**src/design/lkv_pkg.sv**
```systemverilog
// shared types and constants for the lru key-value cache
// used by the interfaces, the cell row, the controller and the top level
`timescale 1ns / 1ps

package lkv_pkg;

	localparam logic KIND_GET = 1'b0;
	localparam logic KIND_SET = 1'b1;

	localparam int DATA_W = 32;
	localparam int CAP_W  = 5;
	localparam logic [CAP_W-1:0] CAP_RESET = 5'd16;
	localparam logic [DATA_W-1:0] MISS_VALUE = '1;

	typedef enum logic [1:0] {
		ST_IDLE,
		ST_LOOKUP,
		ST_UPDATE
	} lkv_state_t;

	typedef enum logic [1:0] {
		CELL_NONE,
		CELL_LOOKUP,
		CELL_TOUCH,
		CELL_INSERT
	} cell_op_t;

	typedef struct packed {
		cell_op_t                 op;
		logic                     write_value;
		logic                     evict;
		logic signed [DATA_W-1:0] key;
		logic signed [DATA_W-1:0] value;
	} cell_ctl_t;

endpackage

```
**src/design/lkv_ifs.sv**
```systemverilog
// request, response and capacity-write channels of the lru key-value cache
// depends on lkv_pkg for field widths
`timescale 1ns / 1ps

interface lkv_req_if;
	logic                              valid;
	logic                              ready;
	logic                              kind;
	logic signed [lkv_pkg::DATA_W-1:0] key;
	logic signed [lkv_pkg::DATA_W-1:0] value;

	modport source (output valid, output kind, output key, output value, input ready);
	modport sink (input valid, input kind, input key, input value, output ready);
endinterface

interface lkv_rsp_if;
	logic                              valid;
	logic                              ready;
	logic                              found;
	logic signed [lkv_pkg::DATA_W-1:0] read_value;

	modport source (output valid, output found, output read_value, input ready);
	modport sink (input valid, input found, input read_value, output ready);
endinterface

interface lkv_cfg_if;
	logic                       valid;
	logic                       ready;
	logic [lkv_pkg::CAP_W-1:0]  capacity;

	modport source (output valid, output capacity, input ready);
	modport sink (input valid, input capacity, output ready);
endinterface

```
**src/design/lru_key_value_cache_unit.sv**
```systemverilog
// top level of the lru key-value cache: a row of slot cells and its sequencer
// depends on lkv_pkg, the channel interfaces, lkv_cell and lkv_ctrl
`timescale 1ns / 1ps
// usage
// req carries get (kind 0) or set (kind 1) requests with key and value.
// rsp returns found and read_value for every get; a set gives no response.
// a miss returns found 0 and read_value all ones.
// cfg writes the capacity register (reset 16); write it only while idle.
// capacity 0 acts as 1, capacity above ENTRIES acts as ENTRIES.
// each request passes a lookup step, in which the key is compared in every
// cell and hit data ripples along the row, and then an update step, in which
// on a hit or a set all cells age, evict or insert at once. a new request is
// taken in the update step, before the previous one is through.
// a get response is registered at the end of its update step and is held
// in an output register until taken. a stalled response only holds the next
// get in its lookup step; sets go on.
// reset clears all valid bits, the live count and the response valid flag;
// no clearing pass is needed.

module lru_key_value_cache_unit #(
	parameter int ENTRIES = 16
) (
	input  logic      clk,
	input  logic      arst_n,
	lkv_req_if.sink   req,
	lkv_rsp_if.source rsp,
	lkv_cfg_if.sink   cfg
);

	localparam int RW = (ENTRIES > 1) ? $clog2(ENTRIES) : 1;
	localparam int CW = $clog2(ENTRIES + 1);

	lkv_pkg::cell_ctl_t         cell_ctl;
	logic [RW-1:0]              touch_rank;
	logic [RW-1:0]              evict_rank;
	logic                       free_c      [ENTRIES+1];
	logic                       hit_c       [ENTRIES+1];
	logic [RW-1:0]              hit_rank_c  [ENTRIES+1];
	logic [lkv_pkg::DATA_W-1:0] hit_value_c [ENTRIES+1];

	assign free_c[0]      = 1'b0;
	assign hit_c[0]       = 1'b0;
	assign hit_rank_c[0]  = '0;
	assign hit_value_c[0] = '0;

	for (genvar i = 0; i < ENTRIES; i++) begin : g_cell
		lkv_cell #(
			.RW(RW)
		) u_cell (
			.clk          (clk),
			.arst_n       (arst_n),
			.ctl          (cell_ctl),
			.touch_rank   (touch_rank),
			.evict_rank   (evict_rank),
			.free_in      (free_c[i]),
			.hit_in       (hit_c[i]),
			.hit_rank_in  (hit_rank_c[i]),
			.hit_value_in (hit_value_c[i]),
			.free_out     (free_c[i+1]),
			.hit_out      (hit_c[i+1]),
			.hit_rank_out (hit_rank_c[i+1]),
			.hit_value_out(hit_value_c[i+1])
		);
	end

	lkv_ctrl #(
		.ENTRIES(ENTRIES),
		.RW     (RW),
		.CW     (CW)
	) u_ctrl (
		.clk            (clk),
		.arst_n         (arst_n),
		.req            (req),
		.rsp            (rsp),
		.cfg            (cfg),
		.chain_hit      (hit_c[ENTRIES]),
		.chain_hit_rank (hit_rank_c[ENTRIES]),
		.chain_hit_value(hit_value_c[ENTRIES]),
		.cell_ctl       (cell_ctl),
		.touch_rank     (touch_rank),
		.evict_rank     (evict_rank)
	);

endmodule

```
**src/design/lkv_cell.sv**
```systemverilog
// one slot of the cache row: key, value, valid bit and recency rank
// depends on lkv_pkg; chains hit data and the free-slot search to its neighbor
`timescale 1ns / 1ps

module lkv_cell #(
	parameter int RW = 4
) (
	input  logic                              clk,
	input  logic                              arst_n,
	input  lkv_pkg::cell_ctl_t                ctl,
	input  logic [RW-1:0]                     touch_rank,
	input  logic [RW-1:0]                     evict_rank,
	input  logic                              free_in,
	input  logic                              hit_in,
	input  logic [RW-1:0]                     hit_rank_in,
	input  logic [lkv_pkg::DATA_W-1:0]        hit_value_in,
	output logic                              free_out,
	output logic                              hit_out,
	output logic [RW-1:0]                     hit_rank_out,
	output logic [lkv_pkg::DATA_W-1:0]        hit_value_out
);

	logic                       valid_q;
	logic                       hit_q;
	logic [lkv_pkg::DATA_W-1:0] key_q;
	logic [lkv_pkg::DATA_W-1:0] value_q;
	logic [RW-1:0]              rank_q;
	logic                       match;
	logic                       evicting;
	logic                       free_here;
	logic                       claim;

	always_comb begin
		match         = valid_q && (key_q == ctl.key);
		hit_out       = hit_in | match;
		hit_rank_out  = hit_rank_in | (match ? rank_q : '0);
		hit_value_out = hit_value_in | (match ? value_q : '0);
		evicting      = (ctl.op == lkv_pkg::CELL_INSERT) && ctl.evict && valid_q
			&& (rank_q >= evict_rank);
		free_here     = !valid_q || evicting;
		free_out      = free_in | free_here;
		claim         = (ctl.op == lkv_pkg::CELL_INSERT) && free_here && !free_in;
	end

	always_ff @(posedge clk or negedge arst_n) begin
		if (!arst_n) begin
			valid_q <= 1'b0;
			hit_q   <= 1'b0;
		end else begin
			unique case (ctl.op)
				lkv_pkg::CELL_LOOKUP: begin
					hit_q <= match;
				end
				lkv_pkg::CELL_INSERT: begin
					if (claim) begin
						valid_q <= 1'b1;
					end else if (evicting) begin
						valid_q <= 1'b0;
					end
				end
				default: begin
				end
			endcase
		end
	end

	always_ff @(posedge clk) begin
		unique case (ctl.op)
			lkv_pkg::CELL_TOUCH: begin
				if (hit_q) begin
					rank_q <= '0;
					if (ctl.write_value) begin
						value_q <= ctl.value;
					end
				end else if (valid_q && (rank_q < touch_rank)) begin
					rank_q <= rank_q + RW'(1);
				end
			end
			lkv_pkg::CELL_INSERT: begin
				if (claim) begin
					key_q   <= ctl.key;
					value_q <= ctl.value;
					rank_q  <= '0;
				end else if (valid_q && !evicting) begin
					rank_q <= rank_q + RW'(1);
				end
			end
			default: begin
			end
		endcase
	end

endmodule

```
**src/design/lkv_ctrl.sv**
```systemverilog
// sequencer of the lru key-value cache: request intake, lookup and update
// steps, capacity register, live count and the response register
// depends on lkv_pkg and the channel interfaces
`timescale 1ns / 1ps

module lkv_ctrl #(
	parameter int ENTRIES = 16,
	parameter int RW      = 4,
	parameter int CW      = 5
) (
	input  logic                       clk,
	input  logic                       arst_n,
	lkv_req_if.sink                    req,
	lkv_rsp_if.source                  rsp,
	lkv_cfg_if.sink                    cfg,
	input  logic                       chain_hit,
	input  logic [RW-1:0]              chain_hit_rank,
	input  logic [lkv_pkg::DATA_W-1:0] chain_hit_value,
	output lkv_pkg::cell_ctl_t         cell_ctl,
	output logic [RW-1:0]              touch_rank,
	output logic [RW-1:0]              evict_rank
);

	localparam int XW = (CW > lkv_pkg::CAP_W) ? CW : lkv_pkg::CAP_W;

	lkv_pkg::lkv_state_t        state_q;
	lkv_pkg::lkv_state_t        state_d;
	logic                       req_kind_q;
	logic [lkv_pkg::DATA_W-1:0] req_key_q;
	logic [lkv_pkg::DATA_W-1:0] req_value_q;
	logic                       hit_any_q;
	logic [RW-1:0]              hit_rank_q;
	logic [lkv_pkg::DATA_W-1:0] hit_value_q;
	logic [CW-1:0]              live_q;
	logic [lkv_pkg::CAP_W-1:0]  capacity_q;
	logic                       out_valid_q;
	logic                       out_found_q;
	logic [lkv_pkg::DATA_W-1:0] out_value_q;
	logic [XW-1:0]              cap_x;
	logic [CW-1:0]              cap_eff;
	logic                       req_fire;
	logic                       lookup_go;
	logic                       need_evict;
	logic                       do_insert;

	assign cfg.ready      = 1'b1;
	assign rsp.valid      = out_valid_q;
	assign rsp.found      = out_found_q;
	assign rsp.read_value = out_value_q;
	assign req.ready      = (state_q != lkv_pkg::ST_LOOKUP);
	assign req_fire       = req.valid && req.ready;

	// capacity zero acts as one, above the row size acts as the row size
	always_comb begin
		cap_x = XW'(capacity_q);
		if (capacity_q == '0) begin
			cap_eff = CW'(1);
		end else if (cap_x > XW'(ENTRIES)) begin
			cap_eff = CW'(ENTRIES);
		end else begin
			cap_eff = CW'(cap_x);
		end
	end

	assign need_evict = (live_q >= cap_eff);
	assign evict_rank = RW'(cap_eff - CW'(1));
	assign touch_rank = hit_rank_q;
	assign lookup_go  = (req_kind_q == lkv_pkg::KIND_SET) || !out_valid_q || rsp.ready;
	assign do_insert  = (state_q == lkv_pkg::ST_UPDATE) && !hit_any_q
		&& (req_kind_q == lkv_pkg::KIND_SET);

	always_ff @(posedge clk or negedge arst_n) begin
		if (!arst_n) begin
			state_q <= lkv_pkg::ST_IDLE;
		end else begin
			state_q <= state_d;
		end
	end

	always_comb begin
		state_d              = state_q;
		cell_ctl.op          = lkv_pkg::CELL_NONE;
		cell_ctl.write_value = (req_kind_q == lkv_pkg::KIND_SET);
		cell_ctl.evict       = need_evict;
		cell_ctl.key         = req_key_q;
		cell_ctl.value       = req_value_q;
		unique case (state_q)
			lkv_pkg::ST_IDLE: begin
				if (req_fire) begin
					state_d = lkv_pkg::ST_LOOKUP;
				end
			end
			lkv_pkg::ST_LOOKUP: begin
				cell_ctl.op = lkv_pkg::CELL_LOOKUP;
				if (lookup_go) begin
					state_d = lkv_pkg::ST_UPDATE;
				end
			end
			lkv_pkg::ST_UPDATE: begin
				if (hit_any_q) begin
					cell_ctl.op = lkv_pkg::CELL_TOUCH;
				end else if (req_kind_q == lkv_pkg::KIND_SET) begin
					cell_ctl.op = lkv_pkg::CELL_INSERT;
				end
				state_d = req_fire ? lkv_pkg::ST_LOOKUP : lkv_pkg::ST_IDLE;
			end
			default: begin
				state_d = lkv_pkg::ST_IDLE;
			end
		endcase
	end

	always_ff @(posedge clk or negedge arst_n) begin
		if (!arst_n) begin
			capacity_q  <= lkv_pkg::CAP_RESET;
			live_q      <= '0;
			out_valid_q <= 1'b0;
		end else begin
			if (cfg.valid && cfg.ready) begin
				capacity_q <= cfg.capacity;
			end
			if (do_insert) begin
				live_q <= need_evict ? cap_eff : live_q + CW'(1);
			end
			if (rsp.valid && rsp.ready) begin
				out_valid_q <= 1'b0;
			end
			if ((state_q == lkv_pkg::ST_UPDATE) && (req_kind_q == lkv_pkg::KIND_GET)) begin
				out_valid_q <= 1'b1;
			end
		end
	end

	always_ff @(posedge clk) begin
		if (req_fire) begin
			req_kind_q  <= req.kind;
			req_key_q   <= req.key;
			req_value_q <= req.value;
		end
		if (state_q == lkv_pkg::ST_LOOKUP) begin
			hit_any_q   <= chain_hit;
			hit_rank_q  <= chain_hit_rank;
			hit_value_q <= chain_hit_value;
		end
		if ((state_q == lkv_pkg::ST_UPDATE) && (req_kind_q == lkv_pkg::KIND_GET)) begin
			out_found_q <= hit_any_q;
			out_value_q <= hit_any_q ? hit_value_q : lkv_pkg::MISS_VALUE;
		end
	end

endmodule

```
**src/flat_wrapper.sv**
```systemverilog
// flat-port wrapper written by rule: the top's interface ports become plain ports
module lru_key_value_cache_unit_flat 
#(
	parameter int ENTRIES = 16
)
  (clk, arst_n, req_valid, req_kind, req_key, req_value, req_ready, rsp_valid, rsp_found, rsp_read_value, rsp_ready, cfg_valid, cfg_capacity, cfg_ready);
  lkv_req_if req_i ();
  lkv_rsp_if rsp_i ();
  lkv_cfg_if cfg_i ();
  input  logic clk;
  input  logic arst_n;
  input wire logic [$bits(req_i.valid)-1:0] req_valid;
  input wire logic [$bits(req_i.kind)-1:0] req_kind;
  input wire logic [$bits(req_i.key)-1:0] req_key;
  input wire logic [$bits(req_i.value)-1:0] req_value;
  output wire logic [$bits(req_i.ready)-1:0] req_ready;
  output wire logic [$bits(rsp_i.valid)-1:0] rsp_valid;
  output wire logic [$bits(rsp_i.found)-1:0] rsp_found;
  output wire logic [$bits(rsp_i.read_value)-1:0] rsp_read_value;
  input wire logic [$bits(rsp_i.ready)-1:0] rsp_ready;
  input wire logic [$bits(cfg_i.valid)-1:0] cfg_valid;
  input wire logic [$bits(cfg_i.capacity)-1:0] cfg_capacity;
  output wire logic [$bits(cfg_i.ready)-1:0] cfg_ready;
  assign req_i.valid = req_valid;
  assign req_i.kind = req_kind;
  assign req_i.key = req_key;
  assign req_i.value = req_value;
  assign req_ready = req_i.ready;
  assign rsp_valid = rsp_i.valid;
  assign rsp_found = rsp_i.found;
  assign rsp_read_value = rsp_i.read_value;
  assign rsp_i.ready = rsp_ready;
  assign cfg_i.valid = cfg_valid;
  assign cfg_i.capacity = cfg_capacity;
  assign cfg_ready = cfg_i.ready;
  lru_key_value_cache_unit #(.ENTRIES(ENTRIES)) u_core (.clk(clk), .arst_n(arst_n), .req(req_i), .rsp(rsp_i), .cfg(cfg_i));
endmodule
```
**config.mk**
```make
export PLATFORM = sky130hd
export DESIGN_NAME = lru_key_value_cache_unit_flat
export DESIGN_NICKNAME = d
export VERILOG_FILES = /design/src/design/lkv_pkg.sv /design/src/design/lkv_ifs.sv /design/src/design/lru_key_value_cache_unit.sv /design/src/design/lkv_cell.sv /design/src/design/lkv_ctrl.sv /design/src/flat_wrapper.sv
export SDC_FILE = /design/constraint.sdc
export NUM_CORES = 2
export LEC_CHECK = 0
export ABC_AREA = 1
export BUFFER_PORTS_ARGS = -buffer_cell sky130_fd_sc_hd__buf_4
export CAP_MARGIN = 20
export CORE_MARGIN = 3
export CORE_UTILIZATION = 25
export CTS_CLUSTER_SIZE = 10
export DETAILED_ROUTE_END_ITERATION = 10
export HOLD_SLACK_MARGIN = 0.06
export PLACE_DENSITY = 0.43
export RECOVER_POWER = 50
export SYNTH_ARGS = -nofsm -noshare
export SYNTH_HDL_FRONTEND = slang
export SYNTH_HIERARCHICAL = 1
export SYNTH_SLANG_ARGS = --single-unit
```
**constraint.sdc**
```tcl
create_clock -name clk -period 13.7 [get_ports clk]
set_input_delay 2.74 -clock clk [delete_from_list [all_inputs] [get_ports clk]]
set_output_delay 2.74 -clock clk [all_outputs]
set_load 0.005 [all_outputs]
```
-- Word level (Yosys, flattened, before mapping)
Index checks and enable logic that the tools add are counted.
- bits in latches: 0
- memories kept: 0
- input port bits: 75
- register bits: 1268
- memory bits (read-only): 0
- logic and storage cells: 767
- bits in writable memories: 0
- output and inout bits: 36
- magnitude comparators: 34
- add/sub/neg operators: 18
- muxes and demuxes: 205
- $mul: 0
- bitwise gates (word level): 60
- reduce and logical (&&, ||, !) cells: 269
- divide/modulo/power cells: 0
- shift-type cells: 0
- equal/unequal tests: 89
- operator list (kind ; count):
    32-bit two-way mux ; 49
    32-bit one-hot mux with 2 select lines ; 16
    32-bit equality test ; 16
    32-bit bitwise OR ; 15
    4-bit two-way mux ; 80
    4-bit one-hot mux with 2 select lines ; 16
    1-bit logical AND ; 117
    3-bit inequality test (second input constant) ; 31
    2-bit inequality test (second input constant) ; 35
    2-bit AND reduction ; 33
    4-bit by 1-bit adder with 4-bit output (second input constant) ; 16
    4-bit >= comparator ; 16
    4-bit < comparator ; 16
    4-bit AND reduction ; 16
    4-bit bitwise OR ; 15
    1-bit zero test ; 49
    3-bit AND reduction ; 16
    2-bit nonzero test ; 18
    1-bit two-way mux ; 35
    1-bit bitwise OR ; 29
    1-bit logical OR ; 18
    5-bit two-way mux ; 3
    2-bit two-way mux ; 4
    2-bit equality test (second input constant) ; 3
    other kinds (12) ; 13

-- Logic depth before layout (Yosys ltp)
- depth after elaboration: 26
- gate-level depth with buffers: 47
- mapped depth without buffers: 46

-- By module
Netlist, hierarchy kept.
- modules (own cells, without submodules) (module ; sequential area each (um^2) ; area an instance (um^2) ; times used ; cells an instance):
    lkv_cell at u_core.g_cell[15].u_cell ... ; 2092.0 ; 4080.2 ; 10 ; 464
    lkv_cell at u_core.g_cell[0].u_cell ... ; 2092.0 ; 3976.3 ; 6 ; 465
    lkv_ctrl ; 4380.5 ; 5282.6 ; 1 ; 306
    lru_key_value_cache_unit ; 0.0 ; 3.8 ; 1 ; 1

-- Worst setup path before layout
No wires, ideal clock.
- kind: register -> register
- start: register u_core.u_ctrl.state_q[0]
- end: register u_core/g_cell[15].u_cell/value_q[0] in the netlist's numbering (enable)
- buffers on the path: 0
- setup slack: 6.789 ns
- required time: 13.222 ns
- period minus slack after synthesis: 6.911 ns
- setup time: 0.478 ns
- arrival time: 6.433 ns
- stages on the path, launching flop included: 40
- cell sequence: dfrtp_1 -> inv_1 -> ha_1 -> inv_2 -> a21oi_1 -> nand2_1 -> nor2_1 -> nand2_1 -> nand3_1 -> inv_1 -> nand3_1 -> inv_1 -> nand3_1 -> inv_1 -> nand3_1 -> inv_1 -> nand3_1 -> inv_1 -> (+4 left out) -> nand3_1 -> inv_1 -> nand3_1 -> inv_1 -> nand3_1 -> inv_1 -> nand3_1 -> inv_1 -> nand3_1 -> inv_1 -> nand3_1 -> inv_1 -> nand3_1 -> inv_1 -> nand3_1 -> inv_1 -> nand3_1 -> nand2_1
- RTL lines (item ; RTL line ; source):
    start: declaration ; lkv_ctrl.sv:26 ; lkv_pkg::lkv_state_t state_q;
    start signal: assignment ; lkv_ctrl.sv:74 ; state_q <= lkv_pkg::ST_IDLE;
    start signal: assignment ; lkv_ctrl.sv:76 ; state_q <= state_d;
    end signal: assignment ; lkv_cell.sv:73 ; value_q <= ctl.value;
    end signal: assignment ; lkv_cell.sv:82 ; value_q <= ctl.value;
    end: declaration ; lkv_cell.sv:26 ; logic [lkv_pkg::DATA_W-1:0] value_q;

==> metrics.json <==
{
  "status": {
    "run_status": "finished with violations",
    "violated_checks": "max-capacitance violations, max-slew violations"
  },
  "detailed_routing": {
    "via_count": 49800,
    "drt-initial-drc-count": 3212,
    "final_antenna_net_count": 0,
    "detailedRoute.firstPassIterationCount": 6,
    "detail_route.vias_per_cell": 4.19,
    "routed_wire_length_per_instance_um": 18.2,
    "aggregate_routed_wire_length_um": 216000,
    "route.detailed.drc": 0
  },
  "clocking": {
    "clkSlewWorstSetupHoldPaths_ps": 50,
    "ctsResizeCount": 0,
    "clock_tree_from_tritoncts": "done",
    "clock_insertion_delay_worst_skew_ps": 820,
    "post_cts_buffers": 0,
    "cts.hold.buffers_added": 0,
    "cts_made_buffers": 158,
    "cts_max_level": 4,
    "root_buffer": "sky130_fd_sc_hd__clkbuf_16",
    "ctsLongestPathBuffers": 3,
    "clock_sink_count": 1268
  },
  "pwr": {
    "power-per-cell-area_nw_per_um2": 140,
    "ir_drop_uv": 120,
    "cellLeakagePower_nw": 36.3
  },
  "sta": {
    "timing.max_slew.rel_slack_pct": -200,
    "fin_worst_skew_ps": 56.6,
    "rsz0062_at_grt": "no",
    "timing.final.hold_violations": 0,
    "finalMaxSlewViolations": 1480,
    "min_period_over_period_pct": 66.0,
    "setup_total_negative_slack_ps": 0,
    "achievable-frequency_mhz": 111,
    "worstMarginPinSlew_ps": 4500,
    "number_of_setup_violations_in_the_final_report": 0,
    "post-route-min-period_ps": 9040,
    "finalWorstSetupSlack_ps": 4660
  },
  "critical_path": {
    "worst-path-buf-inv": 19,
    "setup.worst_path.start_class": "flip-flop",
    "worst-setup-path-type": "flip-flop to flip-flop",
    "reg2regPathDepth": 41,
    "crit_start": "u_core/u_ctrl/state_q[1]",
    "cp.depth": 41,
    "cp_slowest_cell": "sky130_fd_sc_hd__clkbuf_1",
    "crit_end_element": "flip-flop",
    "data_required_time_of_the_critical_path_ps": 14190,
    "worst_path_dominant_cell_family": "buffers and inverters",
    "r2r-start": "u_core/u_ctrl/state_q[1]",
    "critPathMaxStageDelay_ps": 2060,
    "crit_path_max_fanout": 48,
    "worst_ep_arrival_time_ps": 9540
  },
  "min_path": {
    "hold-path-cell-count": 1,
    "holdCritStartpoint": "u_core/u_ctrl/hit_value_q[13]",
    "timing.hold.worst.class": "flip-flop to flip-flop"
  },
  "floorplanning": {
    "io_pins": 111,
    "initial_utilization_pct": 25.2,
    "core_region_area_um2": 277000,
    "die_width_um": 535,
    "design.die.area_um2": 286000,
    "floorplan.die.height_um": 535,
    "fp-row-count": 193
  },
  "place": {
    "io_buffer_count": 109,
    "pre_cts_slack_ps": 6620,
    "place.gp.congestion": 0.809,
    "post-dp-hpwl_um": 145000
  },
  "finish": {
    "fillers": 29300,
    "layout-drive-gt1-share_pct": 12.0,
    "design.final.nets": 8284,
    "layout_overhead_on_the_synthesized_area_pct": 13.7,
    "regArea_um2": 37900,
    "layout_commonest_cell": "sky130_fd_sc_hd__nand2_1",
    "layout_common_cells": "sky130_fd_sc_hd__nand2_1 (2,391), sky130_fd_sc_hd__inv_1 (1,723), sky130_fd_sc_hd__edfxtp_1 (1,223)",
    "multi_input_area_um2": 23900
  },
  "grt": {
    "initial_antenna_violation_count": 7,
    "globalRouteTotalUtil_pct": 14.9,
    "grt_pass1_vias": 49900,
    "grt_max_degree": 65,
    "grt_pass1_wl_um": 323000,
    "grt_remaining_overflow": 0
  },
  "yosys": {
    "synthesis.instances": 7736,
    "synth.yosys.warnings": 6,
    "netlist_area_um2": 69900,
    "post_synth.cell_area_avg_um2": 9.04
  },
  "flow_run": {
    "drv_cap": 50
  }
}
-- sequential cells by signal (all words and copies together) (netlist names), 2 cells and up --
| register | cells |
|---|---|
| u_core/g_cell.u_cell/hit_q | 16 |
| u_core/g_cell.u_cell/key_q | 512 |
| u_core/g_cell.u_cell/rank_q | 64 |
| u_core/g_cell.u_cell/valid_q | 16 |
| u_core/g_cell.u_cell/value_q | 512 |
| u_core/u_ctrl/cap_x | 5 |
| u_core/u_ctrl/hit_value_q | 32 |
| u_core/u_ctrl/live_q | 5 |
| u_core/u_ctrl/req_key_q | 32 |
| u_core/u_ctrl/req_value_q | 32 |
| u_core/u_ctrl/rsp.read_value | 32 |
| u_core/u_ctrl/state_q | 2 |
| u_core/u_ctrl/touch_rank | 4 |
-- metal layers --
metal	GRT usage, %	up-vias	wire length [um]
met5	0	-	0
met4	3.63	0	5000
met3	1.99	278	8380
met2	26.0	837	105000
met1	19.5	23900	97800
li1	-	24800	-
-- worst register-to-register path: cells and delay by family, from the launching register on --
kind	cells	cell delay, ps
AO/OA/AOI/OAI	1	360
AND/OR/NAND/NOR	20	2540
adder cells (fa/ha/maj)	1	150
buffers and inverters	19	5210
flip-flops	1	410
-- area by class of cell --
type | instances | area share [%]
tap | 3705 | 5.83
inverter | 1770 | 8.36
multi-input combinational | 4633 | 30.1
clock inverter | 46 | 0.803
timing repair buffer | 239 | 1.89
antenna | 4 | 0.0126
sequential | 1268 | 47.6
clock buffer | 223 | 5.37
-- worst paths after layout --
check	endpoint	slack [ps]
min in group asynchronous	u_core/u_ctrl/live_q[0]	3090
max	u_core/g_cell[15].u_cell/value_q[25]	4660
min reg2reg	u_core/u_ctrl/rsp.read_value[13]	500
max reg2reg	u_core/g_cell[15].u_cell/value_q[25]	4660
min	u_core/u_ctrl/rsp.read_value[13]	500
max in group asynchronous	u_core/g_cell[12].u_cell/hit_q	8650
-- power by group --
group	switching (W)	internal (W)	leakage, nW
Combinational	0.00150	0.000676	22.4
Sequential	0.000290	0.00461	11.6
Clock	0.00172	0.00230	2.35
Total	0.00350	0.00759	36.3
-- stage by stage --
| stage | hold slack, ps | power (W) | util [%] | cell area [um^2] | instances |
|---|---|---|---|---|---|
| after floorplan | 476 | 0.00620 | - | 70100 | 7774 |
| after global placement | 492 | 0.00715 | 27.0 | 74900 | 11600 |
| after detailed placement | 493 | 0.00718 | 27.0 | 74900 | 11600 |
| after CTS | 502 | 0.0113 | 28.8 | 79900 | 11900 |
| after global routing | 506 | 0.0117 | 28.6 | 79500 | 11900 |
| final | 496 | 0.0111 | 28.6 | 79500 | 11900 |
No activity file was read; power rests on OpenSTA's default activity.
